--- src/design/bdla_pkg.sv ---
// Shared types and constants for the bob line-averaging deinterlacer.
package bdla_pkg;

    localparam int PIX_W    = 8;
    localparam int ROW_W    = 11;
    localparam int COLUMN_W = 12;
    localparam int LL_W     = 13;
    localparam int FL_W     = 11;
    localparam int PADDR_W  = 4;

    // register index, taken from paddr[3:2]
    localparam logic [1:0] REG_LINE_LENGTH = 2'd0;
    localparam logic [1:0] REG_FIELD_LINES = 2'd1;
    localparam logic [1:0] REG_TOP_FIELD   = 2'd2;

    localparam logic [LL_W-1:0] LINE_LENGTH_RST = 13'd1920;
    localparam logic [FL_W-1:0] FIELD_LINES_RST = 11'd540;

    // one accepted field pixel, ready for the result sequencer
    typedef struct packed {
        logic [PIX_W-1:0]    pix;
        logic [PIX_W-1:0]    prev;
        logic [COLUMN_W-1:0] column;
        logic [ROW_W-1:0]    row;
        logic                has_avg;
        logic                has_dup;
        logic                end_frame;
    } item_t;

endpackage

--- src/design/bdla_emit.sv ---
// Result sequencer: copy, average and duplicate pixels into the output register.
module bdla_emit (
    input  logic                              aclk,
    input  logic                              aresetn,
    input  logic                              item_valid,
    input  bdla_pkg::item_t                   item,
    output logic                              item_take,
    output logic                              m_tvalid,
    input  logic                              m_tready,
    output logic [31:0]                       m_tdata,  // [10:0] out_row, [22:11] out_column,
                                                        // [30:23] pixel_out, [31] zero
    output logic                              m_tlast,  // last_of_run
    output logic                              m_tuser   // frame_done
);
    import bdla_pkg::*;

    typedef enum logic [2:0] {
        PH_COPY = 3'b001,
        PH_AVG  = 3'b010,
        PH_DUP  = 3'b100
    } phase_t;

    phase_t              phase_reg, phase_next, phase_after;
    logic                m_valid_reg, m_valid_next;
    logic [ROW_W-1:0]    row_reg, row_sel;
    logic [COLUMN_W-1:0] column_reg;
    logic [PIX_W-1:0]    pix_reg, pix_sel;
    logic                last_reg, done_reg;
    logic                more, load;
    logic [PIX_W:0]      avg_sum;

    assign avg_sum = {1'b0, item.prev} + {1'b0, item.pix} + (PIX_W+1)'(1);
    assign load    = item_valid && (!m_valid_reg || m_tready);

    always_comb begin
        case (phase_reg)
            PH_COPY: begin
                row_sel     = item.row;
                pix_sel     = item.pix;
                more        = item.has_avg || item.has_dup;
                phase_after = item.has_avg ? PH_AVG : PH_DUP;
            end
            PH_AVG: begin
                row_sel     = item.row - ROW_W'(1);
                pix_sel     = avg_sum[PIX_W:1];
                more        = item.has_dup;
                phase_after = PH_DUP;
            end
            PH_DUP: begin
                row_sel     = item.row + ROW_W'(1);
                pix_sel     = item.pix;
                more        = 1'b0;
                phase_after = PH_COPY;
            end
            default: begin
                row_sel     = item.row;
                pix_sel     = item.pix;
                more        = 1'b0;
                phase_after = PH_COPY;
            end
        endcase
        item_take    = load && !more;
        phase_next   = phase_reg;
        if (load) begin
            phase_next = more ? phase_after : PH_COPY;
        end
        m_valid_next = load || (m_valid_reg && !m_tready);
    end

    always_ff @(posedge aclk) begin
        if (!aresetn) begin
            phase_reg   <= PH_COPY;
            m_valid_reg <= 1'b0;
        end else begin
            phase_reg   <= phase_next;
            m_valid_reg <= m_valid_next;
        end
    end

    always_ff @(posedge aclk) begin
        if (load) begin
            row_reg    <= row_sel;
            column_reg <= item.column;
            pix_reg    <= pix_sel;
            last_reg   <= !more;
            done_reg   <= !more && item.end_frame;
        end
    end

    assign m_tvalid = m_valid_reg;
    assign m_tdata  = {1'b0, pix_reg, column_reg, row_reg};
    assign m_tlast  = last_reg;
    assign m_tuser  = done_reg;

endmodule

--- config.mk ---
export PLATFORM = sky130hd
export DESIGN_NAME = bdla_emit
export DESIGN_NICKNAME = d
export VERILOG_FILES = /design/src/design/bdla_pkg.sv /design/src/design/bdla_emit.sv
export SDC_FILE = /design/constraint.sdc
export NUM_CORES = 1
export LEC_CHECK = 0
export BUFFER_PORTS_ARGS = -buffer_cell sky130_fd_sc_hd__buf_2
export CAP_MARGIN = 20
export CORE_MARGIN = 2
export CORE_UTILIZATION = 48
export CTS_CLUSTER_DIAMETER = 40
export CTS_CLUSTER_SIZE = 12
export DETAILED_ROUTE_END_ITERATION = 16
export PLACE_DENSITY = 0.77
export SETUP_SLACK_MARGIN = 0.05
export SLEW_MARGIN = 20
export SYNTH_ARGS = -nofsm -noshare
export SYNTH_HDL_FRONTEND = slang
export SYNTH_SLANG_ARGS = --single-unit
--- constraint.sdc ---
create_clock -name aclk -period 2.65 [get_ports aclk]
set_input_delay 0.265 -clock aclk [delete_from_list [all_inputs] [get_ports aclk]]
set_output_delay 0.265 -clock aclk [all_outputs]
set_load 0.03 [all_outputs]
### Word level (Yosys, flattened, before mapping)

Index checks and enable logic that the tools add are counted.

| operators by class | value |
|---|---|
| $add $sub $neg | 4 |
| multiply operators | 0 |
| divide/modulo/power cells | 0 |
| order comparisons | 0 |
| equality and inequality tests | 3 |
| shifts and indexed selects | 0 |
| mux-type cells | 6 |
| bitwise operators | 0 |
| reductions and logical operators | 10 |

Operator list:

| operator | count |
|---|---|
| 11-bit one-hot mux with 2 select lines | 1 |
| 11-bit by 1-bit adder with 11-bit output, second input constant | 1 |
| 11-bit by 1-bit subtractor with 11-bit output, second input constant | 1 |
| 8-bit by 8-bit adder with 9-bit output | 1 |
| 9-bit by 1-bit adder with 9-bit output, second input constant | 1 |
| 8-bit two-way mux | 1 |
| 3-bit two-way mux | 2 |
| 3-bit one-hot mux with 2 select lines | 1 |
| 1-bit logical AND | 4 |
| 3-bit by 1-bit == test with 1-bit output, second input constant | 1 |
| 3-bit by 2-bit == test with 1-bit output, second input constant | 1 |
| 3-bit == test, second input constant | 1 |
| 1-bit zero test | 3 |
| 1-bit logical OR | 3 |
| 1-bit one-hot mux with 2 select lines | 1 |

| storage, ports and cells | value |
|---|---|
| flip-flop bits (word level) | 37 |
| bits in latches | 0 |
| memory bits (writable) | 0 |
| bits in read-only memories | 0 |
| input bits | 46 |
| output and inout port bits | 36 |
| memories kept | 0 |

### Longest topological paths before layout

Gate-level depths: netlist (run 1).

| logic depth | value |
|---|---|
| depth after elaboration | 4 |
| gate-level depth with buffers | 9 |
| gate-level depth less buffers | 9 |

### Least setup slack after synthesis (run 1)

OpenSTA, ideal clock, no wires.

| path | value |
|---|---|
| path kind | register to register |
| start | register phase_reg[1] |
| end | register row_reg[10], data pin |
| data arrival time | 2.096 ns |
| required time | 2.389 ns |
| slack | 0.293 ns |
| cell stages (with the launch flop) | 9 |
| path buffers | 0 |
| period minus slack after synthesis | 2.357 ns |
| cells stage by stage | dfxtp_1 nand2b_1 or2_2 ha_1 nor2b_1 o31a_2 o21ai_1 a22oi_1 nand3b_1 |

| between the ends | value |
|---|---|
| cells in the longest elaborated chain, start to end | 2 |

Ends and longest elaborated chain:

| what | line | source |
|---|---|---|
| start, declared | bdla_emit.sv:23 | `phase_t phase_reg, phase_next, phase_after;` |
| start signal, assigned | bdla_emit.sv:75 | `phase_reg <= phase_next;` |
| 3-bit == test or 3-bit by 2-bit == test with 1-bit output (tied branches) | bdla_emit.sv:36 | `case (phase_reg)` |
| 11-bit one-hot mux with 2 select lines (*) | bdla_emit.sv:36 |  |
| named net row_sel[10] | bdla_emit.sv:25 | `logic [ROW_W-1:0] row_reg, row_sel;` |
| end signal, assigned | bdla_emit.sv:82 | `row_reg <= row_sel;` |
| end, declared | bdla_emit.sv:25 |  |

The timed path passes the listed nets; every way through them passes the cells marked *.
A chain may end at the register's enable or synchronous reset.

### Worst setup path in the final report (run 1)

| path | value |
|---|---|
| start | register phase_reg[2] |
| end | register row_reg[10], data pin |

Same word-level chain as after synthesis.

==> results.sh, run 1 <==
export IMPL_outcome="finished clean"
export IMPL_finalHoldViolCount=0
export IMPL_synth_area_sq_um=2210
export IMPL_ys_types=53
export IMPL_wl_met2_um=2330
export IMPL_cts_root_buf="clkbuf_8"
export IMPL_stdcell_count=343
export IMPL_overflow=0
export IMPL_register_area_sq_um=1070
export IMPL_drt_iter0_drc=78
export IMPL_synth_edf_count=33
export IMPL_pwr_share_seq_pct=44.6
export IMPL_wl_um=4750
export IMPL_whs_ps=144
export IMPL_cts_tree="built"
export IMPL_wl_met1_um=1990
export IMPL_setup_viol=0
export IMPL_largest_register_ff_count=12
export IMPL_area_growth_syn_to_layout_pct=25.9
export IMPL_final_setup_skew_ps=10.4
export IMPL_period_share_pct=90.5
export IMPL_synth_seq_cells=37
export IMPL_endpoint_kind="flip-flop"
export IMPL_clk_latency_ps=290
export IMPL_ys_warn_count=0
export IMPL_grt_util_all_layers_pct=19.2
export IMPL_die_h_um=71.9
export IMPL_drtAntennaViolNets=0
export IMPL_switching_share_pct=29.0
export IMPL_comb_power_share_pct=23.5
export IMPL_cts_buffers=5
export IMPL_fillers=351
export IMPL_cp_top_family="simple AND/OR/NAND/NOR gates"
export IMPL_syn_avg_cell_area_sq_um=10.8
export IMPL_clockPowerShare_pct=31.8
export IMPL_slew_headroom_pct=56.3
export IMPL_leakagePower_uw=0.00128
export IMPL_clockBufferDepth=2
export IMPL_p_int_uw=1100
export IMPL_die_area_sq_um=5160
export IMPL_num_rows=24
export IMPL_cp_slowest_stage_delay_ps=390
export IMPL_top_layer="met4"
export IMPL_pin_count=82
export IMPL_layout_commonest_cell="buf_2"
export IMPL_post_route_min_period_ps=2400
export IMPL_start_kind="flip-flop"
export IMPL_fmax_mhz=417
export IMPL_port_buffers=80
export IMPL_core_sq_um=4380
export IMPL_worst_pin_slew_ps=656
export IMPL_crit_path_top_delay_cell="dfxtp_1"
export IMPL_drive_gt1_share_pct=33.7
export IMPL_vias=1860
export IMPL_cp_max_fo=11
export IMPL_seq_area_frac_synth_pct=48.4
export IMPL_antenna_found_initial=0
export IMPL_grt_max_degree=34
export IMPL_clock_sinks=37
export IMPL_firstDrtPassIters=4
export IMPL_gp_congestion=0.894
export IMPL_dr_wl_met3_um=327
export IMPL_die_w_um=71.9
export IMPL_ir_worst_vdd_mv=0.235
export IMPL_finalSetupTns_ps=0
export IMPL_grt_pass1_wl_um=7640
export IMPL_dpl_hpwl_um=3610
export IMPL_worstSetupPathType="reg -> reg"
export IMPL_start_util_pct=50.4
export IMPL_drc=0
export IMPL_drt_vias_per_instance=5.42
export IMPL_insertedDiodeCount=0
export IMPL_final_max_slew_viol_count=0
export IMPL_layout_common_cells="buf_2 (80), edfxtp_1 (33), nand2_1 (24), ha_1 (16), o21ai_1 (12)"
export IMPL_max_cap_violations=0
export IMPL_synth_main_ff_cell="edfxtp_1"
export IMPL_multi_input_area_sq_um=1080
export IMPL_place_ws_ps=163
export IMPL_syn_nets=269
export IMPL_rsz0062_at_grt="false"
export IMPL_final_nets=354
export IMPL_switchingPower_uw=451
export IMPL_path_cells="nand2b_1 > or2_4 > ha_1 > nor2b_1 > o31a_2 > o21ai_1 > a22oi_1 > nand3b_1"
export IMPL_place_inst=335
export IMPL_path_buf_inv=0
export IMPL_min_path_type="in -> reg"
export IMPL_htree_levels=2
export IMPL_routedWlPerCell_um=13.9
export IMPL_netlist_instances=205
export IMPL_synthArstFlopShare_pct=0
export IMPL_cts_clk_slew_worst_paths_ps=80
export IMPL_post_cts_buffers=0
export IMPL_arrival_ps=2450
export IMPL_grt_pass1_vias=1776
export IMPL_cp_required_ps=2700
export IMPL_setup_ws_ps=252
export IMPL_p_per_area_nw_per_um2=557
layout make-up:
class	count	area share, %
inverter	9	1.21
timing repair buffer	83	15.2
clock buffer	5	2.47
sequential	37	38.5
multi-input combinational	154	38.7
clock inverter	3	1.66
tap	52	2.34
kinds of logic (layout without fill, tap and decap cells):
family / Yosys count / in the layout / synth area share (%)
muxes: 1 / 1 / 0.509
and+or+nand+nor: 61 / 61 / 13.8
DFF: 37 / 37 / 48.4
AOI/OAI and AO/OA: 66 / 66 / 20.5
adders and majority gates: 18 / 18 / 10.9
other: 1 / 1 / 0.170
buffers and inverters: 14 / 100 / 3.00
xor gates and xnor gates: 7 / 7 / 2.77
layer usage:
layer  GRT usage, %  vias to the layer above
li1               -                      935
met1           23.9                      844
met2           31.2                       73
met3           4.64                        8
met4           9.64                        0
met5              0                        -
synth_stat cells (2+ instances only):
cell	number	area, sq um
edfxtp_1	33	991
nand2_1	24	90.1
ha_1	16	200
o21ai_1	12	60.1
a21oi_1	11	55.1
a21o_1	9	67.6
inv_1	9	33.8
nor2_1	9	33.8
nand2b_1	6	37.5
o31ai_1	5	37.5
xor2_1	5	43.8
dfxtp_1	4	80.1
o21a_1	4	30.0
o21ai_0	4	20.0
a211o_1	3	26.3
nand3_1	3	15.0
nor3_1	3	15.0
a211oi_1	2	15.0
a21boi_1	2	15.0
and2_1	2	12.5
and3_1	2	12.5
buf_2	2	10.0
fa_1	2	40.0
nand4_1	2	12.5
or2_2	2	12.5
xnor2_1	2	17.5
worst reg2reg max path: stages, from the launching register on:
cell,delay [ps]
dfxtp_1,390
nand2b_1,130
or2_4,310
ha_1,340
nor2b_1,160
o31a_2,320
o21ai_1,220
a22oi_1,120
nand3b_1,160
timing repair:
action | in CTS | in global routing
endpoints found under the setup margin | 0 | 3
hold buffers | 0 | 0
gates resized for setup | 0 | 1
power by group through the flow:
stage	combinational, uW	sequential [uW]	clock, uW
after CTS	367	693	509
after detailed placement	365	705	0
after global routing	402	697	529
final	365	692	494
after global placement	356	705	0
after floorplan	178	781	0
through the flow:
step	cell area, sq um	total power (uW)	util, %
finish	2780	1550	63.5
global route	2780	1630	63.5
CTS	2780	1570	63.4
detailed placement	2670	1070	60.8
global placement	2670	1060	60.8
floorplan	2210	960	-
worst paths after layout:
path / startpoint / endpoint / slack (ps) / cells past startpoint
worst max-delay path: phase_reg[2]$_SDFFE_PN0P_ / row_reg[10]$_DFFE_PP_ / 250 / 8
worst min-delay path: item[17] / column_reg[3]$_DFFE_PP_ / 140 / 1
worst max register to register: phase_reg[2]$_SDFFE_PN0P_ / row_reg[10]$_DFFE_PP_ / 250 / 8
worst min register to register: m_tvalid$_SDFF_PN0_ / m_tvalid$_SDFF_PN0_ / 510 / 2
Power figures use the tool's default switching activity.
==> run 2: changes to the inputs <==
--- a/config.mk
+++ b/config.mk
@@ -8,11 +8,11 @@
 export BUFFER_PORTS_ARGS = -buffer_cell sky130_fd_sc_hd__buf_2
 export CAP_MARGIN = 20
 export CORE_MARGIN = 2
-export CORE_UTILIZATION = 48
+export CORE_UTILIZATION = 49
 export CTS_CLUSTER_DIAMETER = 40
 export CTS_CLUSTER_SIZE = 12
 export DETAILED_ROUTE_END_ITERATION = 16
-export PLACE_DENSITY = 0.77
+export PLACE_DENSITY = 0.78
 export SETUP_SLACK_MARGIN = 0.05
 export SLEW_MARGIN = 20
 export SYNTH_ARGS = -nofsm -noshare
==> run 2 against run 1 <==
Highest routed layer unchanged. Maximum frequency decreased by 2.2%. Cell count is 0.58% lower. Cell area decreased by 1.7%. Sequential power barely moved. Combinational power decreased by 2%. Clock power is 26% lower. Count of clock-buffer cells in the layout up 1. Core utilization is 0.63 points lower. Register-to-register slack worse by 50 ps.
==> results.sh, run 2 (same netlist as run 1, synthesis figures left out) <==
export IMPL_overflow=0
export IMPL_cts_root_buf="clkbuf_8"
export IMPL_place_inst=334
export IMPL_largest_register_ff_count=12
export IMPL_post_route_min_period_ps=2450
export IMPL_endpoint_kind="flip-flop"
export IMPL_cts_clk_slew_worst_paths_ps=70
export IMPL_die_w_um=71.2
export IMPL_gp_congestion=0.838
export IMPL_layout_common_cells="buf_2 (80), edfxtp_1 (33), nand2_1 (24), ha_1 (16), o21ai_1 (12)"
export IMPL_cp_required_ps=2670
export IMPL_setup_ws_ps=199
export IMPL_drt_iter0_drc=103
export IMPL_core_sq_um=4350
export IMPL_grt_util_all_layers_pct=17.6
export IMPL_layout_commonest_cell="buf_2"
export IMPL_finalSetupTns_ps=0
export IMPL_num_rows=24
export IMPL_drive_gt1_share_pct=32.5
export IMPL_worst_pin_slew_ps=540
export IMPL_cts_buffers=5
export IMPL_die_h_um=71.2
export IMPL_fillers=347
export IMPL_p_per_area_nw_per_um2=518
export IMPL_reg2reg_depth=8
export IMPL_slew_headroom_pct=64.0
export IMPL_pin_count=82
export IMPL_htree_levels=2
export IMPL_ir_worst_vdd_mv=0.275
export IMPL_insertedDiodeCount=0
export IMPL_cp_max_fo=11
export IMPL_routedWlPerCell_um=12.9
export IMPL_clock_sinks=37
export IMPL_finalHoldViolCount=0
export IMPL_port_buffers=80
export IMPL_placed_cell_area_sq_um=2660
export IMPL_outcome="finished clean"
export IMPL_clk_latency_ps=280
export IMPL_antenna_found_initial=0
export IMPL_start_kind="flip-flop"
export IMPL_wl_um=4410
export IMPL_start_util_pct=50.8
export IMPL_cts_tree="built"
export IMPL_stdcell_count=341
export IMPL_hold_depth=1
export IMPL_grt_pass1_wl_um=7030
export IMPL_place_ws_ps=107
export IMPL_firstDrtPassIters=4
export IMPL_final_nets=353
export IMPL_max_cap_violations=0
export IMPL_whs_ps=156
export IMPL_multi_input_area_sq_um=1080
export IMPL_register_area_sq_um=1070
export IMPL_area_growth_syn_to_layout_pct=23.8
export IMPL_drt_vias_per_instance=5.44
export IMPL_clockBufferDepth=2
export IMPL_grt_max_degree=34
export IMPL_vias=1855
export IMPL_rsz0062_at_grt="false"
export IMPL_leakagePower_uw=0.00126
export IMPL_fin_area_sq_um=2740
export IMPL_drtAntennaViolNets=0
export IMPL_final_setup_skew_ps=7.96
export IMPL_period_share_pct=92.5
export IMPL_drc=0
export IMPL_grt_pass1_vias=1686
export IMPL_min_path_type="in -> reg"
export IMPL_setup_viol=0
export IMPL_dpl_hpwl_um=3310
export IMPL_worstSetupPathType="reg -> reg"
export IMPL_timing_reg2reg_setup_slack_ps=200
export IMPL_arrival_ps=2470
export IMPL_die_area_sq_um=5070
export IMPL_fmax_mhz=408
export IMPL_final_max_slew_viol_count=0
run 2: changes by cell type in the layout (fill, tap and decap cells not counted):
cell,previous run,this run
clkinv_4,1,0
buf_4,3,2
clkinvlp_4,1,0
bufinv_16,1,0
clkinv_1,0,1
clkbuf_1,0,1
run 2: what timing repair did:
action	4_1_cts	5_1_grt
resized for setup	0	1
endpoints found under the setup margin	0	4
hold endpoints to repair	0	0
setup buffers	0	0
hold buffers	0	0
run 2: final timing paths:
check / startpoint / endpoint
worst max-delay path: phase_reg[1]$_SDFFE_PN0P_ / row_reg[6]$_DFFE_PP_
worst min-delay path: item[19] / column_reg[5]$_DFFE_PP_
worst max register to register: phase_reg[1]$_SDFFE_PN0P_ / row_reg[6]$_DFFE_PP_
worst min register to register: m_tvalid$_SDFF_PN0_ / m_tvalid$_SDFF_PN0_
run 2: layout make-up:
type / count / area share, %
clock buffer: 6 / 2.65
sequential: 37 / 39.1
timing repair buffer: 82 / 15.2
tap: 52 / 2.38
inverter: 9 / 1.23
multi-input combinational: 154 / 39.3
clock inverter: 1 / 0.137
run 2: critical path, cell delays in order, from the launching register on:
cell and delay [ps]:
dfxtp_1 360, nand2b_1 200, or2_4 310, ha_1 350, nor2b_1 160, o31a_2 330, o21ai_1 160, nor3b_1 220
o31ai_1 100
run 2: routing by layer:
layer	vias up	wire, um	global-route usage (%)
li1	933	-	-
met1	856	1950	20.6
met2	60	2070	30.7
met3	6	337	4.13
met4	0	55	7.55
met5	-	0	0
run 2: per-stage QoR:
step                      util (%)  power [uW]
after floorplan                  -         960
after global placement        61.1        1060
after detailed placement      61.1        1060
after CTS                     62.8        1430
after global routing          62.9        1480
final                         62.9        1420
run 2: power breakdown:
group          switching, uW  total [uW]  internal, uW
clock                    190         367           177
combinational            222         357           135
sequential              12.2         695           683
==> run 3: changes to the inputs <==
--- a/config.mk
+++ b/config.mk
@@ -12,6 +12,7 @@
 export CTS_CLUSTER_DIAMETER = 40
 export CTS_CLUSTER_SIZE = 12
 export DETAILED_ROUTE_END_ITERATION = 16
+export GPL_TIMING_DRIVEN = 0
 export PLACE_DENSITY = 0.78
 export SETUP_SLACK_MARGIN = 0.05
 export SLEW_MARGIN = 20
==> constraint.sdc (replaced) <==
create_clock -name aclk -period 2.5 [get_ports aclk]
set_input_delay 0.25 -clock aclk [delete_from_list [all_inputs] [get_ports aclk]]
set_output_delay 0.25 -clock aclk [all_outputs]
set_load 0.03 [all_outputs]
==> run 3 against run 2 <==
Non-clock buffer count is 3 higher. Register-to-register slack got worse by 140 ps. Clock power grew 12%. Wire length grew 10%. Flip-flop and latch count stayed put. Cell area up 4.9%. Combinational power increased by 13%. Cell count up 1.5%. Worst setup slack lost 140 ps. Core utilization is 3.1 points higher. Sequential power increased by 6.2%. First-iteration DRC count grew 23%. Critical endpoint is now row_reg[10]$_DFFE_PP_. Highest routed layer unchanged.
==> results.sh, run 3 (same netlist as run 1, synthesis figures left out) <==
export IMPL_final_nets=357
export IMPL_stdcell_count=346
export IMPL_drtAntennaViolNets=0
export IMPL_grt_pass1_wl_um=7650
export IMPL_min_path_type="in -> reg"
export IMPL_layout_commonest_cell="buf_2"
export IMPL_final_setup_skew_ps=7.19
export IMPL_die_h_um=71.2
export IMPL_cp_slowest_stage_delay_ps=360
export IMPL_core_sq_um=4350
export IMPL_ir_worst_vdd_mv=0.367
export IMPL_place_ws_ps=-66.6
export IMPL_area_growth_syn_to_layout_pct=29.9
export IMPL_gp_congestion=0.823
export IMPL_largest_register_ff_count=12
export IMPL_grt_max_degree=35
export IMPL_antenna_found_initial=0
export IMPL_clockBufferDepth=2
export IMPL_start_util_pct=50.8
export IMPL_max_cap_violations=0
export IMPL_endpoint_kind="flip-flop"
export IMPL_period_share_pct=97.8
export IMPL_start_kind="flip-flop"
export IMPL_insertedDiodeCount=0
export IMPL_drt_vias_per_instance=5.55
export IMPL_slew_headroom_pct=52.8
export IMPL_postCtsHoldBufs=0
export IMPL_leakagePower_uw=0.00128
export IMPL_cp_max_fo=6
export IMPL_clk_latency_ps=290
export IMPL_p_per_area_nw_per_um2=541
export IMPL_cp_top_family="simple AND/OR/NAND/NOR gates"
export IMPL_cp_required_ps=2540
export IMPL_overflow=0
export IMPL_cts_clk_slew_worst_paths_ps=80
export IMPL_cts_tree="built"
export IMPL_setup_ws_ps=54.9
export IMPL_worstSetupPathType="reg -> reg"
export IMPL_routedWlPerCell_um=14.1
export IMPL_post_cts_buffers=0
export IMPL_placed_cell_area_sq_um=2680
export IMPL_grt_util_all_layers_pct=19.2
export IMPL_firstDrtPassIters=4
export IMPL_vias=1920
export IMPL_cts_buffers=5
export IMPL_finalHoldViolCount=0
export IMPL_num_rows=24
export IMPL_drc=0
export IMPL_path_cells="nand2b_2 > or2_4 > ha_4 > and3_1 > a211oi_2 > o2bb2ai_1 > a22oi_1 > nand3b_1"
export IMPL_clock_sinks=37
export IMPL_crit_path_top_delay_cell="dfxtp_1"
export IMPL_die_area_sq_um=5070
export IMPL_drive_gt1_share_pct=38.4
export IMPL_port_buffers=80
export IMPL_drt_iter0_drc=127
export IMPL_fmax_mhz=409
export IMPL_final_max_slew_viol_count=0
export IMPL_path_buf_inv=0
export IMPL_die_w_um=71.2
export IMPL_htree_levels=2
export IMPL_fin_area_sq_um=2870
export IMPL_grt_pass1_vias=1750
export IMPL_place_inst=337
export IMPL_rsz0062_at_grt="true"
export IMPL_pin_count=82
export IMPL_worst_pin_slew_ps=706
export IMPL_arrival_ps=2480
export IMPL_post_route_min_period_ps=2450
export IMPL_cts_root_buf="clkbuf_8"
export IMPL_setup_viol=0
export IMPL_outcome="finished clean"
export IMPL_dpl_hpwl_um=3450
export IMPL_layout_common_cells="buf_2 (82), edfxtp_1 (33), nand2_1 (24), o21ai_1 (11), ha_1 (11)"
export IMPL_wl_um=4860
==> run 3: cell types whose count changed in the layout (fill, tap and decap cells not counted), sizes merged <==
cell    before  now
buf         82   84
clkinv       1    3
or2          3    4
==> run 3: layout make-up <==
cell class                      count  area, sq um
Buffer                              5         32.5
Fill cell                         349         1480
Clock buffer                        5         68.8
Multi-Input combinational cell    155         1180
Sequential cell                    37         1070
Tap cell                           52         65.1
Clock inverter                      3         17.5
Inverter                            9         33.8
Timing Repair Buffer               80          400
==> run 3: path summary, 6_finish.rpt <==
path,endpoint,from,slack (ps),cells after the start
setup / recovery,row_reg[10]$_DFFE_PP_,phase_reg[1]$_SDFFE_PN0P_,50,8
hold / removal,column_reg[3]$_DFFE_PP_,item[17],130,1
hold reg to reg,m_tvalid$_SDFF_PN0_,m_tvalid$_SDFF_PN0_,510,2
setup reg to reg,row_reg[10]$_DFFE_PP_,phase_reg[1]$_SDFFE_PN0P_,50,8
==> run 3: report_power, final <==
group / switching [uW] / total, uW / leakage (uW) / internal (uW)
registers: 14.3 / 738 / 0.000353 / 724
logic: 246 / 404 / 0.000886 / 158
clock network: 218 / 411 / 0.0000455 / 193
==> run 3: what timing repair did <==
action / 4_1_cts / 5_1_grt
pin swaps: 0 / 3
resized for setup: 2 / 17
gates cloned: 0 / 1
endpoints found under the setup margin: 4 / 5
==> run 3: stage by stage <==
stage | hold slack, ps | TNS (ps) | total power [uW] | utilization [%]
finish | 128 | 0 | 1550 | 65.9
floorplan | 349 | 0 | 1020 | -
global route | 115 | -38.0 | 1640 | 65.9
CTS | 126 | 0 | 1540 | 63.6
detailed placement | 428 | -78.2 | 1130 | 61.5
global placement | 427 | -28.8 | 1120 | 61.5
==> run 3: layer usage <==
metal  wire, um  track usage [%]
met1       1970             24.0
met2       2450             32.0
met3        411             6.41
met4         30             5.24
met5          0                0
